`src/rtl/core/lpfp_pkg.sv`:
```
// Shared types and constants for the length-prefixed frame parser.
// No dependencies; imported by lpfp_core and length_prefixed_frame_parser.
package lpfp_pkg;

	// Width of the internal length counters; the reported length saturates to it (max 32).
	localparam int COUNT_WIDTH = 32;
	localparam int SAT_WIDTH   = (COUNT_WIDTH > 32) ? 32 : COUNT_WIDTH;
	localparam logic [63:0] SAT_CAP = (64'd1 << SAT_WIDTH) - 64'd1;

	localparam logic [31:0] MAX_LEN_RESET = 32'd16384;
	localparam logic [63:0] ESCAPE_LEN    = 64'h0000_0000_0000_FFFF;

	// Header field sizes in bytes
	localparam logic [31:0] LEN_BYTES   = 32'd2;
	localparam logic [31:0] EXLEN_BYTES = 32'd8;
	localparam logic [31:0] ID_BYTES    = 32'd2;

	localparam logic [2:0] LEN_LAST_IDX   = 3'(LEN_BYTES - 32'd1);
	localparam logic [2:0] EXLEN_LAST_IDX = 3'(EXLEN_BYTES - 32'd1);
	localparam logic [2:0] ID_LAST_IDX    = 3'(ID_BYTES - 32'd1);

	typedef enum logic [3:0] {
		PH_LEN   = 4'b0001,
		PH_EXLEN = 4'b0010,
		PH_ID    = 4'b0100,
		PH_DATA  = 4'b1000
	} phase_t;

	typedef enum logic [1:0] {
		KIND_HEADER    = 2'd0,
		KIND_PAYLOAD   = 2'd1,
		KIND_EMPTY     = 2'd2,
		KIND_TOO_LARGE = 2'd3
	} kind_t;

	typedef struct packed {
		kind_t       kind;
		logic [7:0]  data;
		logic [15:0] message_id;
		logic        last;
		logic [31:0] payload_length;
	} result_t;

	typedef struct packed {
		logic   halted;
		phase_t phase;
	} core_status_t;

endpackage

```
`src/rtl/core/lpfp_core.sv`:
```
// Frame state and per-byte parse step of the length-prefixed frame parser.
// Depends on lpfp_pkg.
module lpfp_core import lpfp_pkg::*; (
	input  logic         clk,
	input  logic         arst_n,
	input  logic         step,
	input  logic [7:0]   rx_byte,
	input  logic [31:0]  max_len,
	output result_t      result,
	output core_status_t status
);

	phase_t      phase_q, phase_n;
	logic [2:0]  idx_q, idx_n;
	logic [63:0] len_q, len_n;
	logic [15:0] id_q, id_n;
	logic [32:0] fcount_q, fcount_n;
	logic [31:0] rem_q, rem_n;
	logic        halted_q, halted_n;

	logic [32:0] count;
	logic        done;
	logic        expect_big;
	logic [63:0] len_new;
	logic [15:0] id_new;
	logic        next_big;
	logic [63:0] len_out;

	always_comb begin
		phase_n  = phase_q;
		idx_n    = idx_q;
		len_n    = len_q;
		id_n     = id_q;
		fcount_n = fcount_q;
		rem_n    = rem_q;
		halted_n = halted_q;

		result.kind       = KIND_HEADER;
		result.data       = 8'd0;
		result.message_id = id_q;
		result.last       = 1'b0;
		len_out           = len_q;

		count    = fcount_q + 33'd1;
		id_new   = (idx_q == 3'd0) ? {8'd0, rx_byte} : {rx_byte, id_q[7:0]};
		len_new  = (idx_q == 3'd0) ? 64'd0 : len_q;
		for (int lane = 0; lane < 8; lane++) begin
			if (idx_q == 3'(lane))
				len_new[lane*8 +: 8] = rx_byte;
		end
		next_big = 1'b0;

		unique case (phase_q)
			PH_DATA: begin
				done       = (rem_q == 32'd1);
				expect_big = (len_q > {32'd0, max_len});
			end
			PH_EXLEN: begin
				done       = (idx_q == EXLEN_LAST_IDX);
				expect_big = (EXLEN_BYTES > max_len);
			end
			PH_ID: begin
				done       = (idx_q == ID_LAST_IDX);
				expect_big = (ID_BYTES > max_len);
			end
			default: begin
				done       = (idx_q == LEN_LAST_IDX);
				expect_big = (LEN_BYTES > max_len);
			end
		endcase

		if (halted_q) begin
			result.kind = KIND_TOO_LARGE;
		end else if ((!done && expect_big) || (count > {1'b0, max_len})) begin
			halted_n    = 1'b1;
			result.kind = KIND_TOO_LARGE;
		end else begin
			fcount_n = count;
			unique case (phase_q) inside
				PH_DATA: begin
					rem_n        = rem_q - 32'd1;
					result.kind  = KIND_PAYLOAD;
					result.data  = rx_byte;
					if (done) begin
						result.last = 1'b1;
						phase_n     = PH_LEN;
						idx_n       = 3'd0;
						len_n       = 64'd0;
						id_n        = 16'd0;
						fcount_n    = 33'd0;
						rem_n       = 32'd0;
					end
				end
				PH_ID: begin
					id_n              = id_new;
					result.message_id = id_new;
					if (!done) begin
						idx_n = idx_q + 3'd1;
					end else if (len_q == 64'd0) begin
						// empty message: report and restart at the length field
						result.kind = KIND_EMPTY;
						result.last = 1'b1;
						phase_n     = PH_LEN;
						idx_n       = 3'd0;
						len_n       = 64'd0;
						id_n        = 16'd0;
						fcount_n    = 33'd0;
						rem_n       = 32'd0;
					end else begin
						idx_n = 3'd0;
						if (len_q > {32'd0, max_len}) begin
							halted_n    = 1'b1;
							result.kind = KIND_TOO_LARGE;
						end else begin
							phase_n = PH_DATA;
							rem_n   = len_q[31:0];
						end
					end
				end
				PH_LEN, PH_EXLEN: begin
					len_n   = len_new;
					len_out = len_new;
					if (!done) begin
						idx_n = idx_q + 3'd1;
					end else begin
						idx_n = 3'd0;
						if (phase_q == PH_LEN && len_new == ESCAPE_LEN) begin
							phase_n  = PH_EXLEN;
							next_big = (EXLEN_BYTES > max_len);
						end else begin
							phase_n  = PH_ID;
							next_big = (ID_BYTES > max_len);
						end
						if (next_big) begin
							halted_n    = 1'b1;
							result.kind = KIND_TOO_LARGE;
						end
					end
				end
				default: begin
					halted_n    = 1'b1;
					result.kind = KIND_TOO_LARGE;
				end
			endcase
		end

		result.payload_length = (len_out > SAT_CAP) ? SAT_CAP[31:0] : len_out[31:0];
	end

	always_ff @(posedge clk or negedge arst_n) begin
		if (!arst_n) begin
			phase_q  <= PH_LEN;
			idx_q    <= 3'd0;
			len_q    <= 64'd0;
			id_q     <= 16'd0;
			fcount_q <= 33'd0;
			rem_q    <= 32'd0;
			halted_q <= 1'b0;
		end else if (step) begin
			phase_q  <= phase_n;
			idx_q    <= idx_n;
			len_q    <= len_n;
			id_q     <= id_n;
			fcount_q <= fcount_n;
			rem_q    <= rem_n;
			halted_q <= halted_n;
		end
	end

	assign status.halted = halted_q;
	assign status.phase  = phase_q;

endmodule

```
`src/rtl/core/length_prefixed_frame_parser.sv`:
```
// Top level of the length-prefixed frame parser: input register, result register,
// configuration register and checks. Depends on lpfp_pkg and lpfp_core.
//
// Takes one received byte per item and returns exactly one result item per byte,
// sustaining one item per clock unless out_stall holds the result register; each
// byte passes the input register, the parse step, then the result register. A frame is
// a 2-byte little-endian length (0xFFFF escapes to an 8-byte length), a 2-byte
// little-endian message id, then the payload. Header bytes report kind 0, payload
// bytes kind 1 with last on the final byte, a zero-length payload kind 2 with last
// set on its final id byte. When a frame or an announced length exceeds
// max_request_length (header included) the item reports kind 3 and every later item
// does too, until reset. max_request_length resets to 16384 and is written through
// cfg_valid/cfg_ready only while the block is idle: the user is bound to this, the
// block does not enforce it. cfg_ready is always high. No clearing pass follows reset.
module length_prefixed_frame_parser import lpfp_pkg::*; (
	input  logic        clk,
	input  logic        arst_n,
	// byte input channel
	input  logic        in_valid,
	output logic        in_stall,
	input  logic [7:0]  rx_byte,
	// result channel
	output logic        out_valid,
	input  logic        out_stall,
	output logic [1:0]  kind,
	output logic [7:0]  data,
	output logic [15:0] message_id,
	output logic        last,
	output logic [31:0] payload_length,
	// configuration write channel
	input  logic        cfg_valid,
	output logic        cfg_ready,
	input  logic [31:0] max_request_length
);

	logic [31:0]  max_len_q;
	logic [7:0]   byte_s1;
	logic         valid_s1;
	result_t      result_s2;
	logic         valid_s2;
	logic         step;
	logic         accept_in;
	result_t      step_result;
	core_status_t status;

	// Advance the input item whenever the result register is empty or being drained.
	assign step      = valid_s1 && !(valid_s2 && out_stall);
	assign in_stall  = valid_s1 && !step;
	assign accept_in = in_valid && !in_stall;
	assign cfg_ready = 1'b1;

	always_ff @(posedge clk or negedge arst_n) begin
		if (!arst_n) begin
			max_len_q <= MAX_LEN_RESET;
		end else if (cfg_valid && cfg_ready) begin
			max_len_q <= max_request_length;
		end
	end

	// Input register: hold the byte until the parse step takes it.
	always_ff @(posedge clk or negedge arst_n) begin
		if (!arst_n) begin
			valid_s1 <= 1'b0;
		end else begin
			valid_s1 <= accept_in || (valid_s1 && !step);
		end
	end

	always_ff @(posedge clk) begin
		if (accept_in)
			byte_s1 <= rx_byte;
	end

	lpfp_core u_core (
		.clk     (clk),
		.arst_n  (arst_n),
		.step    (step),
		.rx_byte (byte_s1),
		.max_len (max_len_q),
		.result  (step_result),
		.status  (status)
	);

	// Result register: hold a stalled result, load a new one on each step.
	always_ff @(posedge clk or negedge arst_n) begin
		if (!arst_n) begin
			valid_s2 <= 1'b0;
		end else begin
			valid_s2 <= step || (valid_s2 && out_stall);
		end
	end

	always_ff @(posedge clk) begin
		if (step)
			result_s2 <= step_result;
	end

	assign out_valid      = valid_s2;
	assign kind           = result_s2.kind;
	assign data           = result_s2.data;
	assign message_id     = result_s2.message_id;
	assign last           = result_s2.last;
	assign payload_length = result_s2.payload_length;

	// The error state never clears short of reset.
	a_halt_sticky: assert property (@(posedge clk) disable iff (!arst_n)
		status.halted |=> status.halted)
		else $error("error state cleared without reset");

	// A too-large result leaves the parser halted.
	a_halt_on_error: assert property (@(posedge clk) disable iff (!arst_n)
		step && step_result.kind == KIND_TOO_LARGE |=> status.halted)
		else $error("too-large result without halt");

	// A message end restarts parsing at the length field.
	a_last_restarts: assert property (@(posedge clk) disable iff (!arst_n)
		step && step_result.last |=> status.phase == PH_LEN)
		else $error("frame did not restart after last");

	// The input side only stalls while a finished result is held.
	a_stall_cause: assert property (@(posedge clk) disable iff (!arst_n)
		in_stall |-> (valid_s2 && out_stall && valid_s1))
		else $error("input stalled without a held result");

endmodule

```
`config.mk`:
```
export PLATFORM = sky130hd
export DESIGN_NAME = length_prefixed_frame_parser
export DESIGN_NICKNAME = d
export VERILOG_FILES = /design/src/rtl/core/lpfp_pkg.sv /design/src/rtl/core/lpfp_core.sv /design/src/rtl/core/length_prefixed_frame_parser.sv
export SDC_FILE = /design/constraint.sdc
export NUM_CORES = 1
export LEC_CHECK = 0
export BUFFER_PORTS_ARGS = -buffer_cell sky130_fd_sc_hd__buf_4
export CAP_MARGIN = 20
export CORE_UTILIZATION = 39
export CTS_CLUSTER_SIZE = 16
export DETAILED_ROUTE_END_ITERATION = 12
export GPL_ROUTABILITY_DRIVEN = 0
export PLACE_DENSITY = 0.52
export RECOVER_POWER = 100
export SLEW_MARGIN = 20
export SYNTH_ARGS = -nofsm -noshare
export SYNTH_HDL_FRONTEND = slang
export SYNTH_SLANG_ARGS = --single-unit
```
`constraint.sdc`:
```
create_clock -name clk -period 5.5 [get_ports clk]
set_input_delay 0.275 -clock clk [delete_from_list [all_inputs] [get_ports clk]]
set_output_delay 0.275 -clock clk [all_outputs]
set_load 0.005 [all_outputs]
```
Word level (Yosys, flattened, before mapping)
Cells that the tools add are included.
Storage, ports and cells
  register bits after elaboration: 254
  output and inout bits: 62
  logic and storage cells: 141
Operators by class
  add/sub/neg operators: 3
  magnitude comparators: 5
  equal/unequal tests: 18
  muxes and demuxes: 68
  bitwise logic cells: 3
  reductions and logical operators: 28
Operators with widths (number)
  2-to-1 mux 64 bit: 7
  case mux 64 bit (3 select lines): 1
  2-to-1 mux 32 bit: 4
  2-to-1 mux 33 bit: 3
  2-to-1 mux 16 bit: 5
  case mux 33 bit (2 select lines): 1
  == test 64 x 16 -> 1 bit, second input constant: 1
  greater-than comparator 64 x 32 -> 1 bit: 1
  greater-than comparator 64 x 32 -> 1 bit, second input constant: 1
  zero test 64 bit: 1
  2-to-1 mux 8 bit: 8
  case mux 32 bit (2 select lines): 1
  2-to-1 mux 17 bit: 2
  adder 33 x 1 -> 33 bit, second input constant: 1
  greater-than comparator 33 x 32 -> 1 bit: 1
  == test 32 x 1 -> 1 bit, second input constant: 1
  greater-than comparator 2 x 32 -> 1 bit, first input constant: 1
  greater-than comparator 4 x 32 -> 1 bit, first input constant: 1
  case mux 16 bit (2 select lines): 1
  subtractor 32 x 1 -> 32 bit, second input constant: 1
  2-to-1 mux 4 bit: 5
  2-to-1 mux 1 bit: 15
  == test 3 bit, second input constant: 4
  case mux 4 bit (3 select lines): 1
  30 further kinds: 57

Longest topological paths before layout
  depth in word-level cells: 15
  gate-level depth with buffers: 22

Hierarchy
A second synthesis with hierarchy kept.
Second synthesis, totals
  cells, all modules: 1413
  area total of the unflattened synthesis: 14276.2 sq um
By module, submodules not included
  lpfp_core: instances 1, cells each 1268, area an instance 10820.4 sq um, seq. area each 3829.9 sq um
  length_prefixed_frame_parser: instances 1, cells each 145, area an instance 3455.8 sq um, seq. area each 2864.0 sq um

Worst setup path before layout
Ideal clock, no wire load.
  path kind: register -> register
  from: reg u_core.fcount_q[0]
  to: reg result_s2 (netlist bit message_id[0]), data pin
  library setup time: 260 ps
  arrival time: 4725 ps
  data required time: 5240 ps
  slack: 515 ps
  stages on the path, launching flop included: 21
  clock period less this slack: 4985 ps
  path through: dfrtp_1 -> ha_1 -> and4_1 -> clkbuf_1 -> nand2_1 -> nor3_1 -> nand3_1 -> nor3_1 -> nand4_1 -> xnor2_1 -> ha_1 -> a21oi_1 -> nor2_1 -> a2111oi_0 -> o211a_1 -> o21a_1 -> o211a_1 -> buf_2 -> nand2_1 -> nor2_2 -> mux2_2
RTL lines
  from (decl): line lpfp_core.sv:17  | logic [32:0] fcount_q, fcount_n;
  from (signal assigned): line lpfp_core.sv:164  | fcount_q <= fcount_n;
  to (signal assigned): line length_prefixed_frame_parser.sv:95  | result_s2 <= step_result;
  to (decl): line length_prefixed_frame_parser.sv:39  | result_t result_s2;

Worst setup path after layout
  from: reg u_core.fcount_q[9]
  to: reg result_s2 (netlist bit payload_length[13]), data pin
On the way
  word-level cells in the longest chain between the ends: 6
Ends and longest elaborated chain
  adder 33 x 1 -> 33 bit *: line lpfp_core.sv:44  | count = fcount_q + 33'd1;
  greater-than comparator 33 x 32 -> 1 bit *: line lpfp_core.sv:74  | end else if ((!done && expect_big) || (count > {1'b0, max_len})) begin
  logical OR 1 bit *: line lpfp_core.sv:74
  2-to-1 mux 64 bit *: line lpfp_core.sv:74
  2-to-1 mux 64 bit *: line lpfp_core.sv:72  | if (halted_q) begin
  greater-than comparator 64 x 32 -> 1 bit: line lpfp_core.sv:147  | result.payload_length = (len_out > SAT_CAP) ? SAT_CAP[31:0] : len_out[31:0];
Every way passes the cells marked *; elsewhere a longest branch is shown, timed or not.
A chain may end at the register's enable or synchronous reset.

==> summary.txt <==
Detailed routing
  – Average wire per standard cell: 22.2 um
  – Vias per cell: 5.93
  – Final wirelength: 45300 um
  – First drt pass iteration count: 6
  – Post-DRT Antenna Nets: 0
  – Via count: 12103
  – Iter 0 DRT Violations: between 900 and 1000
  – Drc violations: 0

Global routing
  – Vias in the first global route: 11476
  – GRT overflow: 0
  – Largest net degree at the start of global routing: 81
  – First-pass GRT wire length: a little under 70000 um
  – GRT Overall Usage: about 25%
  – Initial antenna violation count: 0

Timing
  – Min Hold Slack: roughly 0.053 ns
  – Final setup margin: 0.427 ns
  – Fin Setup TNS: 0 ns
  – Max Slew Vio Count: a little over 80
  – Fin crit period: around 5.1 ns
  – Crit share post-route: 92.2%
  – Slew headroom: -210%
  – Worst Tran Pin Value: around 4.6 ns
  – Clock skew: 0.0131 ns
  – Final setup vio count: 0
  – RSZ-0062 raised after global routing: no
  – Max Fclk: a little under 200 MHz
  – Hold Vio Cnt, Final: 0

Setup path
  – Crit-path cells: nand3_1 -> or4_4 -> nor3_1 -> nand2_1 -> nor2_1 -> nand3_1 -> nor2_1 -> xnor2_1 -> ha_1 -> nand3_1 -> nor3_1 -> and4b_1 -> or2_2 -> o21a_1 -> o211ai_1 -> buf_4 -> or3_1 -> a221o_1
  – Critical path's slowest cell: or4_4
  – CP bufs+invs: 1
  – Critical Path End Type: register
  – Most used cell, CP: nand3_1
  – CP startpoint kind: register
  – Highest cell delay on the worst timing path: 0.60 ns
  – Worst setup path class: register to register
  – CP arrival: about 5.4 ns
  – Req. time, crit path: slightly below 6 ns
  – Largest delay share family, worst path: simple AND/OR/NAND/NOR gates
  – Crit-path max FO: 11

Finish
  – Final #Nets: ~1700
  – Layout cells sized above 1: between 10 and 15%
  – Antenna Cells: 0
  – Synth-to-layout area growth: 20.4%
  – Finished Layout Cells: 2042

Clocking
  – Root Buffer: clkbuf_16
  – Deepest clock path buffer count: 3
  – Clock Pin Slew Worst Setup and Hold Paths: 0.06 ns
  – CTS HTree Levels: 1
  – CTS tree: built
  – Clock Latency Late Sink: around 0.56 ns
  – Num Clock Sinks: around 250
  – Total CTS buffers: 30
  – Post-CTS Setup Inserts: 0

Pwr
  – Flop pwr share: 45.6%
  – Switch share: about 24%
  – Clock group share of total power: ~48%
  – Psw: ~1.1 mW
  – Maximum VDD drop: approximately 0.00024 V
  – PwrDens: between 200 and 300 mW/mm^2
  – Power Internal: approximately 3.4 mW
  – Gate power share: approximately 6.9%
  – Pleak: between 7 and 8 nW

Run
  – Max Cap Viol: 1

Logic synthesis
  – Yosys reg bits: between 200 and 300
  – Syn Area/Cell: 9.73 sq um
  – Async S/R FF share, synth: about three quarters
  – Syn nets: 1550
  – Syn. warnings: 0
  – Sequential-to-total area share from yosys stat: ~48%
  – Cells after synthesis: between 1000 and 1500
  – Mapped Area: 0.0139 sq mm
  – Top FF cell, synth: dfrtp_1
  – Yosys cell types: 78
  – Post-synth EDFFs: 67

Worst hold path
  – HP Class: input pin to register

Floorplan
  – Core area: ~0.035 sq mm
  – Die ar.: 0.0365 sq mm
  – Die width: ~190 um
  – Site Rows: 68
  – Die height: roughly 190 um
  – Boundary pin count: 107
  – Initial Utilization: 39.9%

Place
  – DP HPWL: slightly above 30000 um
  – Pre-CTS setup slack: -0.0850 ns
  – Placed insts: 1943
  – PortBufs: 105

Run status
  – Failing checks: capacitance limit, slew limit
  – Status: finished with violations
==> power by group through the flow <==
stage | Combinational (mW) | Sequential, mW | Clock [mW]
global placement | 0.285 | 2.07 | 0
global route | 0.344 | 2.04 | 2.25
floorplan | 0.129 | 2.06 | 0
detailed placement | 0.288 | 2.07 | 0
CTS | 0.313 | 2.04 | 2.17
finish | 0.307 | 2.04 | 2.12
==> tightest hold or removal path, stage by stage <==
cell and delay, ns:
buf_4 0.08, nand2_1 0.11, nand2b_1 0.10
==> cell families after synthesis <==
kind of cell    count (synthesis)  synth area share (%)
other cells                     1                0.0269
simple gates                  463                  16.3
xor+xnor                       31                  1.95
compound gates                433                  20.9
buf+inv                       153                  4.40
fa+ha+maj                      73                  6.56
flops                         254                  48.0
mux                            24                  1.89
==> cells in the mapped netlist, types with 5 or more instances <==
master	instances	area [sq um]
inv_1	63	236
buf_1	6	22.5
nand2_1	167	627
buf_2	10	50.1
and2_1	7	43.8
or3_1	5	31.3
edfxtp_1	67	2010
nor2_1	91	342
a22oi_1	16	120
a32oi_1	13	114
clkbuf_1	69	259
mux2_2	10	113
a2bb2oi_1	5	43.8
a21o_1	7	52.6
nand2b_1	11	68.8
nor2b_1	6	37.5
ha_1	73	913
nand3b_1	5	37.5
dfrtp_1	185	4630
o21bai_1	6	45.0
nor4_1	39	244
a2111oi_0	5	43.8
xnor2_1	17	149
o211ai_1	12	90.1
xor2_1	14	123
a22o_1	44	385
o31ai_1	39	293
o41ai_1	6	52.6
o21ai_0	139	696
and4_1	6	52.6
and3_1	10	62.6
a221o_1	14	140
a32o_1	18	180
a21oi_1	70	350
nor3_1	39	195
nand4_1	27	169
mux2i_1	12	120
nand3_1	27	135
a31oi_1	10	62.6
a211oi_1	5	37.5
==> layout make-up <==
class                      instances  area [sq um]
clock buffer                      31           776
inverter                          64           240
sequential                       254          6700
fill                            3284         18100
tap                              455           569
multi-input combinational       1025          6700
timing repair buffer             188          1500
clock inverter                    25           287
==> timing repair <==
action                                  CTS  global route
hold buffers                             43             0
endpoints found under the setup margin   14           169
endpoints found under the hold margin   117             0
resized for setup                         1            13
==> metal layers <==
metal  GRT usage (%)  part of all wire [%]  up-vias
li1                -                     -     5637
met1            36.8                    47     5967
met2            38.4                    44      424
met3            3.16                   6.0       75
met4            7.38                   3.0        0
met5               0                     0        -
==> state kept, by name (all words and copies together), names as in the netlist, 3 cells and up <==
| name | flops |
|---|---|
| byte_s1 | 8 |
| data | 8 |
| max_len_q | 32 |
| message_id | 16 |
| payload_length | 32 |
| u_core.fcount_q | 33 |
| u_core.id_q | 16 |
| u_core.idx_q | 3 |
| u_core.len_q | 64 |
| u_core.phase_q | 4 |
| u_core.rem_q | 32 |
==> layout by cell type (no fill, tap or decap), drive strengths merged, types with 6 or more instances in the layout <==
cell type    count
edfxtp          67
o21bai           6
o21ai          142
a21o             7
o31ai           39
nor2b            6
nand2b          11
o41ai            6
o211ai          12
nand2          167
a31oi           10
nand3           27
a32o            18
ha              73
and2             7
and3            10
nor4            40
mux2i           12
a21oi           70
xnor2           17
mux2            12
and4             6
clkbuf         101
nor3            41
a32oi           13
xor2            14
a22oi           16
clkinv          14
nand4           28
dlygate4sd3     43
nor2            92
a221o           14
buf             75
inv             65
a22o            44
dfrtp          185
==> final timing paths <==
check / from / to / slack [ns] / cells after the start
max: u_core.fcount_q[9]$_DFFE_PN0P_ / payload_length[13]$_SDFFCE_PN1P_ / 0.43 / 18
min: out_stall / out_valid$_DFF_PN0_ / 0.05 / 3
max reg2reg: u_core.fcount_q[9]$_DFFE_PN0P_ / payload_length[13]$_SDFFCE_PN1P_ / 0.43 / 18
min reg2reg: u_core.id_q[13]$_DFFE_PN0P_ / u_core.id_q[13]$_DFFE_PN0P_ / 0.48 / 2
max in group asynchronous: arst_n / u_core.len_q[44]$_DFFE_PN0P_ / 0.93 / 3
min in group asynchronous: arst_n / u_core.fcount_q[13]$_DFFE_PN0P_ / 1.93 / 2
==> per-stage QoR <==
step | util, % | instance area (sq um) | total power [mW]
global route | 48.1 | 16800 | 4.64
finish | 48.1 | 16800 | 4.47
detailed placement | 43.7 | 15200 | 2.36
CTS | 48.0 | 16700 | 4.52
global placement | 43.7 | 15200 | 2.36
floorplan | - | 13900 | 2.19
Power figures use the tool's default switching activity.
